$ cat config.mk
export PLATFORM = sky130hd
export DESIGN_NAME = itsr_divider
export DESIGN_NICKNAME = d
export VERILOG_FILES = /design/src/rtl/itsr_pkg.sv /design/src/rtl/itsr_divider.sv
export SDC_FILE = /design/constraint.sdc
export NUM_CORES = 1
export LEC_CHECK = 0
export BUFFER_PORTS_ARGS = -buffer_cell sky130_fd_sc_hd__buf_2
export CAP_MARGIN = 5
export CELL_PAD_IN_SITES_DETAIL_PLACEMENT = 1
export CELL_PAD_IN_SITES_GLOBAL_PLACEMENT = 2
export CORE_MARGIN = 2
export CORE_UTILIZATION = 36
export DETAILED_ROUTE_END_ITERATION = 7
export PLACE_DENSITY = 0.92
export SYNTH_ARGS = -nofsm -noshare
export SYNTH_HDL_FRONTEND = slang
export SYNTH_SLANG_ARGS = --single-unit
$ cat constraint.sdc
create_clock -name clk -period 6.2 [get_ports clk]
set_input_delay 0.31 -clock clk [delete_from_list [all_inputs] [get_ports clk]]
set_output_delay 0.31 -clock clk [all_outputs]
set_load 0.005 [all_outputs]
$ cat src/rtl/itsr_pkg.sv
// ----------------------------------------------------------------------------
// itsr_pkg
// Types and constants shared by the IMU timestamp resampler modules.
// ----------------------------------------------------------------------------
package itsr_pkg;

  localparam int AXES = 6;

  typedef enum logic [0:0] {
    REQ_PUSH = 1'b0,
    REQ_POLL = 1'b1
  } req_type_t;

  typedef enum logic [0:0] {
    CFG_SPACING = 1'b0,
    CFG_GRAVITY = 1'b1
  } cfg_index_t;

  localparam logic [15:0] SPACING_RESET = 16'd5000;
  localparam logic [15:0] GRAVITY_RESET = 16'd4096;

  typedef struct packed {
    logic               req_type;
    logic        [63:0] timestamp;
    logic signed [15:0] accel_x;
    logic signed [15:0] accel_y;
    logic signed [15:0] accel_z;
    logic signed [15:0] rate_x;
    logic signed [15:0] rate_y;
    logic signed [15:0] rate_z;
  } in_beat_t;

  typedef struct packed {
    logic signed [15:0] out_accel_x;
    logic signed [15:0] out_accel_y;
    logic signed [15:0] out_accel_z;
    logic signed [15:0] out_rate_x;
    logic signed [15:0] out_rate_y;
    logic signed [15:0] out_rate_z;
    logic        [1:0]  frame_index;
    logic               last_frame;
  } out_beat_t;

  typedef struct packed {
    logic               start;
    logic signed [47:0] dividend;
    logic signed [31:0] divisor;
  } div_req_t;

  typedef struct packed {
    logic               busy;
    logic               done;
    logic signed [47:0] quotient;
  } div_rsp_t;

endpackage

$ cat src/rtl/itsr_divider.sv
// ----------------------------------------------------------------------------
// itsr_divider
// Signed restoring divider, one quotient bit per cycle, truncating to zero.
// ----------------------------------------------------------------------------
module itsr_divider (
  input  logic               clk,
  input  logic               rst,
  input  itsr_pkg::div_req_t req,
  output itsr_pkg::div_rsp_t rsp
);

  logic        [47:0] quo;
  logic        [32:0] rem;
  logic        [31:0] dvs;
  logic        [5:0]  cnt;
  logic               neg;
  logic               busy;
  logic               done;
  logic        [32:0] trial;

  assign trial = {rem[31:0], quo[47]} - {1'b0, dvs};

  always_ff @(posedge clk) begin
    if (rst) begin
      busy <= 1'b0;
      done <= 1'b0;
    end else begin
      done <= 1'b0;
      if (req.start) begin
        busy <= 1'b1;
        cnt  <= 6'd0;
        rem  <= '0;
        quo  <= req.dividend[47] ? 48'(-req.dividend) : req.dividend;
        dvs  <= req.divisor[31] ? 32'(-req.divisor) : req.divisor;
        neg  <= req.dividend[47] ^ req.divisor[31];
      end else if (busy) begin
        if (!trial[32]) begin
          rem <= trial;
          quo <= {quo[46:0], 1'b1};
        end else begin
          rem <= {rem[31:0], quo[47]};
          quo <= {quo[46:0], 1'b0};
        end
        cnt <= cnt + 6'd1;
        if (cnt == 6'd47) begin
          busy <= 1'b0;
          done <= 1'b1;
        end
      end
    end
  end

  assign rsp.busy     = busy;
  assign rsp.done     = done;
  assign rsp.quotient = neg ? 48'(-quo) : quo;

endmodule

# Word level (Yosys, flattened, before mapping)
# Index checks and enable logic that the tools add are counted.
op_classes:
  bitwise: 3
  add_sub_neg: 5
  shifts: 0
  mux: 13
  eq_ne: 1
  n_lt_le_gt_ge: 0
  reduce_logical: 4
  n_div: 0
  mul: 0
ops:
  columns: ["cell", "n"]
  rows:
  - ["2-to-1 mux 48 bit", 4]
  - ["negator 48 bit", 2]
  - ["2-to-1 mux 32 bit", 2]
  - ["subtractor 33 x 32 -> 33 bit", 1]
  - ["negator 32 bit", 1]
  - ["2-to-1 mux 31 bit", 1]
  - ["adder 6 x 1 -> 6 bit, second input constant", 1]
  - ["equality test 6 bit, second input constant", 1]
  - ["2-to-1 mux 6 bit", 1]
  - ["2-to-1 mux 1 bit", 5]
  - ["AND reduction 2 bit", 2]
  - ["OR reduction 3 bit", 1]
  - ["NOT 1 bit", 2]
  - ["nonzero test 2 bit", 1]
  - ["bitwise XOR 1 bit", 1]
word_totals:
  rom_bits: 0
  out_inout_bits: 50
  n_memories: 0
  ramBits: 0
  ff_bits: 121
  latchBits: 0

# Logic depth before layout (Yosys ltp)
# Gate-level depths: netlist of the first run.
logic_depth:
  word_depth: 4
  mapped_depth: 12
  depth_no_buf: 11

# Worst setup path after synthesis of the first run
# OpenSTA, ideal clock, no wires.
synth_path:
  kind: "input to register"
  startpoint: "in req[80] in the netlist's numbering"
  endpoint: "reg cnt[0], enable pin"
  setup_ns: 0.531
  path_slack_ns: 1.385
  arrival_time_ns: 4.284
  t_required_ns: 5.669
  cell_stages: 3
  path_cell_list: "buf_1 -> nor2_1 -> nor2_1"
synth_via:
  elab_chain_len: 2
synth_lines:
  columns: ["element", "line", "source"]
  rows:
  - ["start, declared", "itsr_divider.sv:8", "input itsr_pkg::div_req_t req,"]
  - ["nonzero test 2 bit (no line)", null, null]
  - ["AND reduction 2 bit (no line)", null, null]
  - ["end signal, assigned", "itsr_divider.sv:44", "cnt <= cnt + 6'd1;"]
  - ["end, declared", "itsr_divider.sv:15", "logic [5:0] cnt;"]
# No other way between the ends.
# A chain may end at the register's enable or synchronous reset.

==> summary.md, run 1 <==
| Metric | Value |
|---|---|
| Number of global-route vias before repair | `about 8,500` |
| Count of routing violations after the opening detailed-route iteration | `between 400 and 500` |
| RSZ-0062 raised after global routing | `no` |
| Area grow syn2layout | `16.92%` |
| Total I/O pin count | `133` |
| Net total in the final layout | `1,294` |
| Number of rows created at floorplan | `59` |
| Number of resized instances in the post-cts repair step | `0` |
| Mean routed wirelength per cell | `18.81 µm` |
| Post-detailed-route via-to-cell ratio | `5.526` |
| WL final | `28,630 µm` |
| Power density of the placed cells | `271.3 mW/mm²` |
| Mean area per synthesized cell | `between 8 and 9 µm²` |
| Wire length of the first global-routing pass | `45,150 µm` |
| Share of the synthesized area in the top cell type | `a little under two fifths` |
| Post-layout util | `42.60%` |
| Worst-skew pair later-pin latency | `0.43 ns` |
| Total vias in the final route | `8,410` |
| # Post-CTS Setup Buffers | `0` |
| Share of flip-flops with an asynchronous set or reset after synthesis | `0%` |
| Cell internal pwr | `2.015 mW` |
| Die extent in x | `165.7 µm` |
| Yosys warning total | `0` |
| Count of fill cells added during filler insertion | `3,061` |
| Post-Route Skew | `about 0.0094 ns` |
| Post-route minimum period | `4.153 ns` |
| Peak supply drop | `approximately 150 µV` |
| CP Launch Type | `flop` |
| Initial antenna violation count | `1` |
| Final setup violating endpoints | `0` |
| Highest attainable clock frequency | `roughly 240 MHz` |
| CTS Hold Buffers Added | `0` |
| Library cell used as clock root buffer | `clkbuf_16` |
| Worst Hold Margin | `0.1481 ns` |
| Overall power consumption | `2.985 mW` |
| Clock buffer depth | `2` |
| Part of the Yosys area used for sequential elements | `38.39%` |
| Most used cells in the layout excluding fill and tap cells | `buf_2, edfxtp_1, a21oi_1` |
| Critical Path End Type | `output port` |
| Fraction of final layout cells with drive strength greater than 1 | `between 10% and 20%` |
| Global placer's final weighted congestion | `approximately 0.87` |
| Peak fanout along the critical path | `6` |
| Number of pins exceeding their max-slew limit in the final report | `0` |
| Gr ovfl total | `0` |
| Status | `completed` |
| Maximum capacitance violations | `0` |
| Most common library cell in the layout ignoring fill and taps | `buf_2` |
| Sw Share | `between 30% and 40%` |
| DRC | `0` |
| Post-synthesis cell type with the largest combined area | `edfxtp_1` |
| Total CTS buffers | `17` |
| Half-perimeter wire length of the detailed placement result | `21,070 µm` |
| Area enclosed by the die boundary | `0.02746 mm²` |
| Final antenna-violating net count | `0` |
| Register share of total power | `35.2%` |
| Largest net degree at the start of global routing | `70` |
| Number of enable-type register cells in the synthesized netlist | `119` |
| Transition time at the pin with the least slew margin | `1.079 ns` |
| Min-delay worst type | `input pin to flop` |
| Global-route total usage across every layer | `between 20 and 25%` |
| Portion of total power attributed to combinational logic | `around 28%` |
| Number of endpoints with negative hold slack in the final report | `0` |
| Chip height | `165.7 µm` |
| Final Non-Filler Cells | `1,522` |
| Cell count after synthesis | `1,067` |
| First-pass DRT Iterations | `5` |
| Core region area | `0.02584 mm²` |
| Final total negative setup slack | `0 ns` |
| Setup Crit Path Kind | `flop to output port` |
| Clock Pin Slew Worst Setup and Hold Paths | `0.07 ns` |
| Worst-case headroom to the max-slew limit | `27.88%` |
| Number of diodes | `0` |
| Portion of total power attributed to the clock network | `a little under two fifths` |
| Dominant synthesized flop cell | `edfxtp_1` |
| Count of cell types in the netlist | `57` |
| Top area cells in the synthesized netlist | `edfxtp_1, xnor2_1, xor2_1` |
| Worst EP required | `5.89 ns` |
| Inst Count DP | `1,490` |
| Leakage | `~4.2 nW` |
| CTS HTree Levels | `4` |
| Net count of the mapped netlist | `1,187` |
| CTS tree | `yes` |
| Net switching component of the power | `0.9701 mW` |
| Area of the mapped netlist | `about 0.0094 mm²` |
| Flip-flop and latch count after synthesis | `121` |
| Critical path data arrival time | `3.84 ns` |
| Starting density of the core | `36.43%` |
| Count of port buffers added during placement | `132` |
| Clock sink total | `between 100 and 150` |
| Fin crit share | `approximately two thirds` |
[per-stage QoR]
stage	setup WS (ns)	instance area, µm²
after floorplan	1.385	9413
after global placement	2.398	10360
after detailed placement	2.189	10360
after CTS	2.047	11010
after global routing	1.849	11010
final	2.047	11010
[registers in the layout, indices dropped and copies added, names as in the netlist]
register and flops:
dvs 32, cnt 6, rem 32, done 1
neg 1, busy 1, quo 48
[layer usage]
metal	track usage [%]	wire, µm
met1	27.68	13520
met2	33.63	13540
met3	2.676	987
met4	6.805	576
met5	0	0
[worst max-delay path, stage by stage (launching register included)]
cell and delay [ns]:
edfxtp_1 0.45, or3_1 0.43, or3_1 0.38, or3_1 0.48
or3_1 0.51, or4_1 0.52, o41ai_1 0.34, xnor2_1 0.16
buf_2 0.13
[cell families after synthesis]
logic type               synth area share [%]
flip-flops                              38.39
AO/OA/AOI/OAI                           19.50
adder cells (fa/ha/maj)                 4.998
buffers and inverters                   4.147
AND/OR/NAND/NOR                         18.17
multiplexers                           0.9304
XOR/XNOR                                13.86
[area by class of cell]
cell class | instances | area (µm²) | area share (%)
well taps | 335 | 419.2 | 3.809
flip-flops and latches | 121 | 3613 | 32.83
repair buffers | 138 | 708.2 | 6.435
clock inverters | 15 | 215.2 | 1.955
clock buffers | 17 | 425.4 | 3.865
multi-input cells | 845 | 5433 | 49.36
inverters | 51 | 191.4 | 1.739
[synth_stat cells (20+ instances only)]
| library cell | count |
|---|---|
| o31ai_1 | 35 |
| inv_1 | 51 |
| clkbuf_1 | 44 |
| edfxtp_1 | 119 |
| nand3_1 | 36 |
| ha_1 | 36 |
| xnor2_1 | 82 |
| or3_1 | 26 |
| nor3_1 | 20 |
| nor2_1 | 93 |
| nand2_1 | 84 |
| o21ai_0 | 89 |
| a21oi_1 | 111 |
| xor2_1 | 67 |
[power groups by stage]
stage	Sequential, mW	Combinational, mW	Clock [mW]
3_3_place_gp	1.06	0.804	0
2_1_floorplan	1.05	0.567	0
5_1_grt	1.06	0.924	1.14
3_5_place_dp	1.07	0.825	0
6_report	1.05	0.834	1.10
4_1_cts	1.05	0.837	1.12
[final timing paths]
kind,start,end,slack [ns],cells after the start
max,quo[22]$_DFFE_PP_,rsp[39],2.05,8
min,rst,busy$_SDFF_PP0_,0.15,2
max reg2reg,quo[47]$_DFFE_PP_,rem[31]$_SDFFCE_PP0P_,2.17,11
min reg2reg,busy$_SDFF_PP0_,done$_SDFF_PP0_,0.50,1
Power figures use the tool's default switching activity.
==> run 2, diff against run 1 <==
Clock period 6.2 ns to 4.1 ns, I/O delays scaled along.
==> run 2 against run 1 <==
  * First-iteration DRC count increased by 26%
  * Count of clock-buffer cells in the layout up 1
  * Final area grew 0.68%
  * Global-route usage rose by 0.48 points
  * Largest power group unchanged
  * Highest routed layer unchanged
==> summary.md, run 2 (synthesized netlist as in run 1, its figures left out) <==
| Metric | Value |
|---|---|
| Transition time at the pin with the least slew margin | `~1.1 ns` |
| Clock Pin Slew Worst Setup and Hold Paths | `0.06 ns` |
| Final antenna-violating net count | `0` |
| Registers with the most flip-flops | `quo: 48 flops, dvs: 32 flops, rem: 32 flops` |
| Reg2Reg Capture Point | `rem[15]$_SDFFCE_PP0P_` |
| Final Non-Filler Cells | `1,532` |
| Starting density of the core | `36.43%` |
| CTS HTree Levels | `4` |
| Initial antenna violation count | `1` |
| Core region area | `0.02584 mm²` |
| Leakage | `around 4.2 nW` |
| Half-perimeter wire length of the detailed placement result | `21,410 µm` |
| Area enclosed by the die boundary | `0.02746 mm²` |
| Clock buffer depth | `2` |
| CTS tree | `yes` |
| Wire length of the first global-routing pass | `about 47,000 µm` |
| Peak supply drop | `205.6 µV` |
| Post-layout util | `42.89%` |
| Status | `completed` |
| Worst-case headroom to the max-slew limit | `between 20 and 30%` |
| Worst-skew pair later-pin latency | `0.42 ns` |
| RSZ-0062 raised after global routing | `no` |
| Net total in the final layout | `1,303` |
| Biggest register | `quo` |
| First element of the critical path | `quo[22]$_DFFE_PP_` |
| Critical Path End Type | `output port` |
| Total I/O pin count | `133` |
| Number of global-route vias before repair | `~8,700` |
| Area grow syn2layout | `17.72%` |
| Post-detailed-route via-to-cell ratio | `5.521` |
| Post-route minimum period | `3.891 ns` |
| Most used cells in the layout excluding fill and tap cells | `buf_2, edfxtp_1, a21oi_1` |
| Number of rows created at floorplan | `just under 60` |
| Count of routing violations after the opening detailed-route iteration | `574` |
| Die extent in x | `165.7 µm` |
| Overall power consumption | `4.495 mW` |
| CTS Hold Buffers Added | `0` |
| Maximum capacitance violations | `0` |
| Min-delay worst type | `input pin to flop` |
| Register-to-register path setup slack | `0.57 ns` |
| Worst setup path endpoint | `rsp[39]` |
| Worst Hold Margin | `0.05044 ns` |
| Fin crit share | `between 90% and 100%` |
| Depth of the worst register-to-register path | `12` |
| Critical path data arrival time | `3.69 ns` |
| Post-Route Skew | `~0.011 ns` |
| Post-Place Worst Slack | `0.4839 ns` |
| CP Launch Type | `flop` |
| Final setup violating endpoints | `0` |
| First-pass DRT Iterations | `5` |
| Largest net degree at the start of global routing | `77` |
| Worst EP required | `3.89 ns` |
| Total CTS buffers | `17` |
| Setup Crit Path Kind | `flop to output port` |
| Fraction of final layout cells with drive strength greater than 1 | `roughly 17%` |
| Count of port buffers added during placement | `between 100 and 150` |
| Number of flip-flops in the largest register | `48` |
| Total non-filler cell area in the finished layout | `0.01108 mm²` |
| Clock sink total | `121` |
| DRC | `0` |
| Setup slack of the critical path after layout | `0.2088 ns` |
| Number of pins exceeding their max-slew limit in the final report | `0` |
| Total vias in the final route | `8,458` |
| Mean routed wirelength per cell | `18.81 µm` |
| Global-route total usage across every layer | `20.86%` |
| Inst Count DP | `approximately 1,500` |
| Highest attainable clock frequency | `257.0 MHz` |
| Gr ovfl total | `0` |
| Global placer's final weighted congestion | `0.8679` |
| WL final | `28,820 µm` |
| Final total negative setup slack | `0 ns` |
| Reg-to-reg startpoint | `quo[47]$_DFFE_PP_` |
| Power density of the placed cells | `405.7 mW/mm²` |
| Placed cell area | `approximately 0.010 mm²` |
| Library cell used as clock root buffer | `clkbuf_16` |
| Chip height | `165.7 µm` |
| Number of endpoints with negative hold slack in the final report | `0` |
| Peak fanout along the critical path | `6` |
| Most common library cell in the layout ignoring fill and taps | `buf_2` |
run 2: area by class of cell:
type	count	area [µm²]
Antenna cell	1	2.502
Clock buffer	18	429.2
Clock inverter	14	196.4
Fill cell	3079	14760
Inverter	51	191.4
Multi-Input combinational cell	845	5440
Sequential cell	121	3613
Tap cell	335	419.2
Timing Repair Buffer	147	788.3
run 2: worst max-delay path, stage by stage, from the launching register on:
cell and delay (ns):
edfxtp_1 0.44, or3_1 0.41, or3_1 0.38, or3_1 0.48
or3_1 0.50, or4_1 0.52, o41ai_2 0.27, xnor2_1 0.15
buf_2 0.12
run 2: how the worst min path moves through the flow:
stage          slack (ns)    from  cells past startpoint               end
5_1_grt              0.05  req[0]                      1  dvs[0]$_DFFE_PP_
6_report             0.05  req[0]                      1  dvs[0]$_DFFE_PP_
2_1_floorplan        0.28     rst                      1   busy$_SDFF_PP0_
3_3_place_gp         0.48  req[0]                      1  dvs[0]$_DFFE_PP_
4_1_cts              0.03  req[0]                      1  dvs[0]$_DFFE_PP_
3_5_place_dp         0.48  req[0]                      1  dvs[0]$_DFFE_PP_
run 2: layer usage:
layer  vias to the layer above  routed length, µm  part of all wire, %  global-route usage [%]
li1                       4111                  -                    -                       -
met3                        29               1009                  3.5                   3.441
met4                         0                440                  1.5                   5.520
met1                      4154              13380                   46                   27.88
met2                       164              13990                   49                   35.11
met5                         -                  0                    0                       0
run 2: power by group:
part           total, mW  switching (mW)  internal [mW]
clock network       1.63           0.611           1.02
registers           1.59          0.0826           1.51
logic               1.27           0.752          0.521
run 2: what timing repair did:
action,4_1_cts,5_1_grt
buffers inserted,0,0
gates resized for setup,0,1
endpoints found under the setup margin,0,1
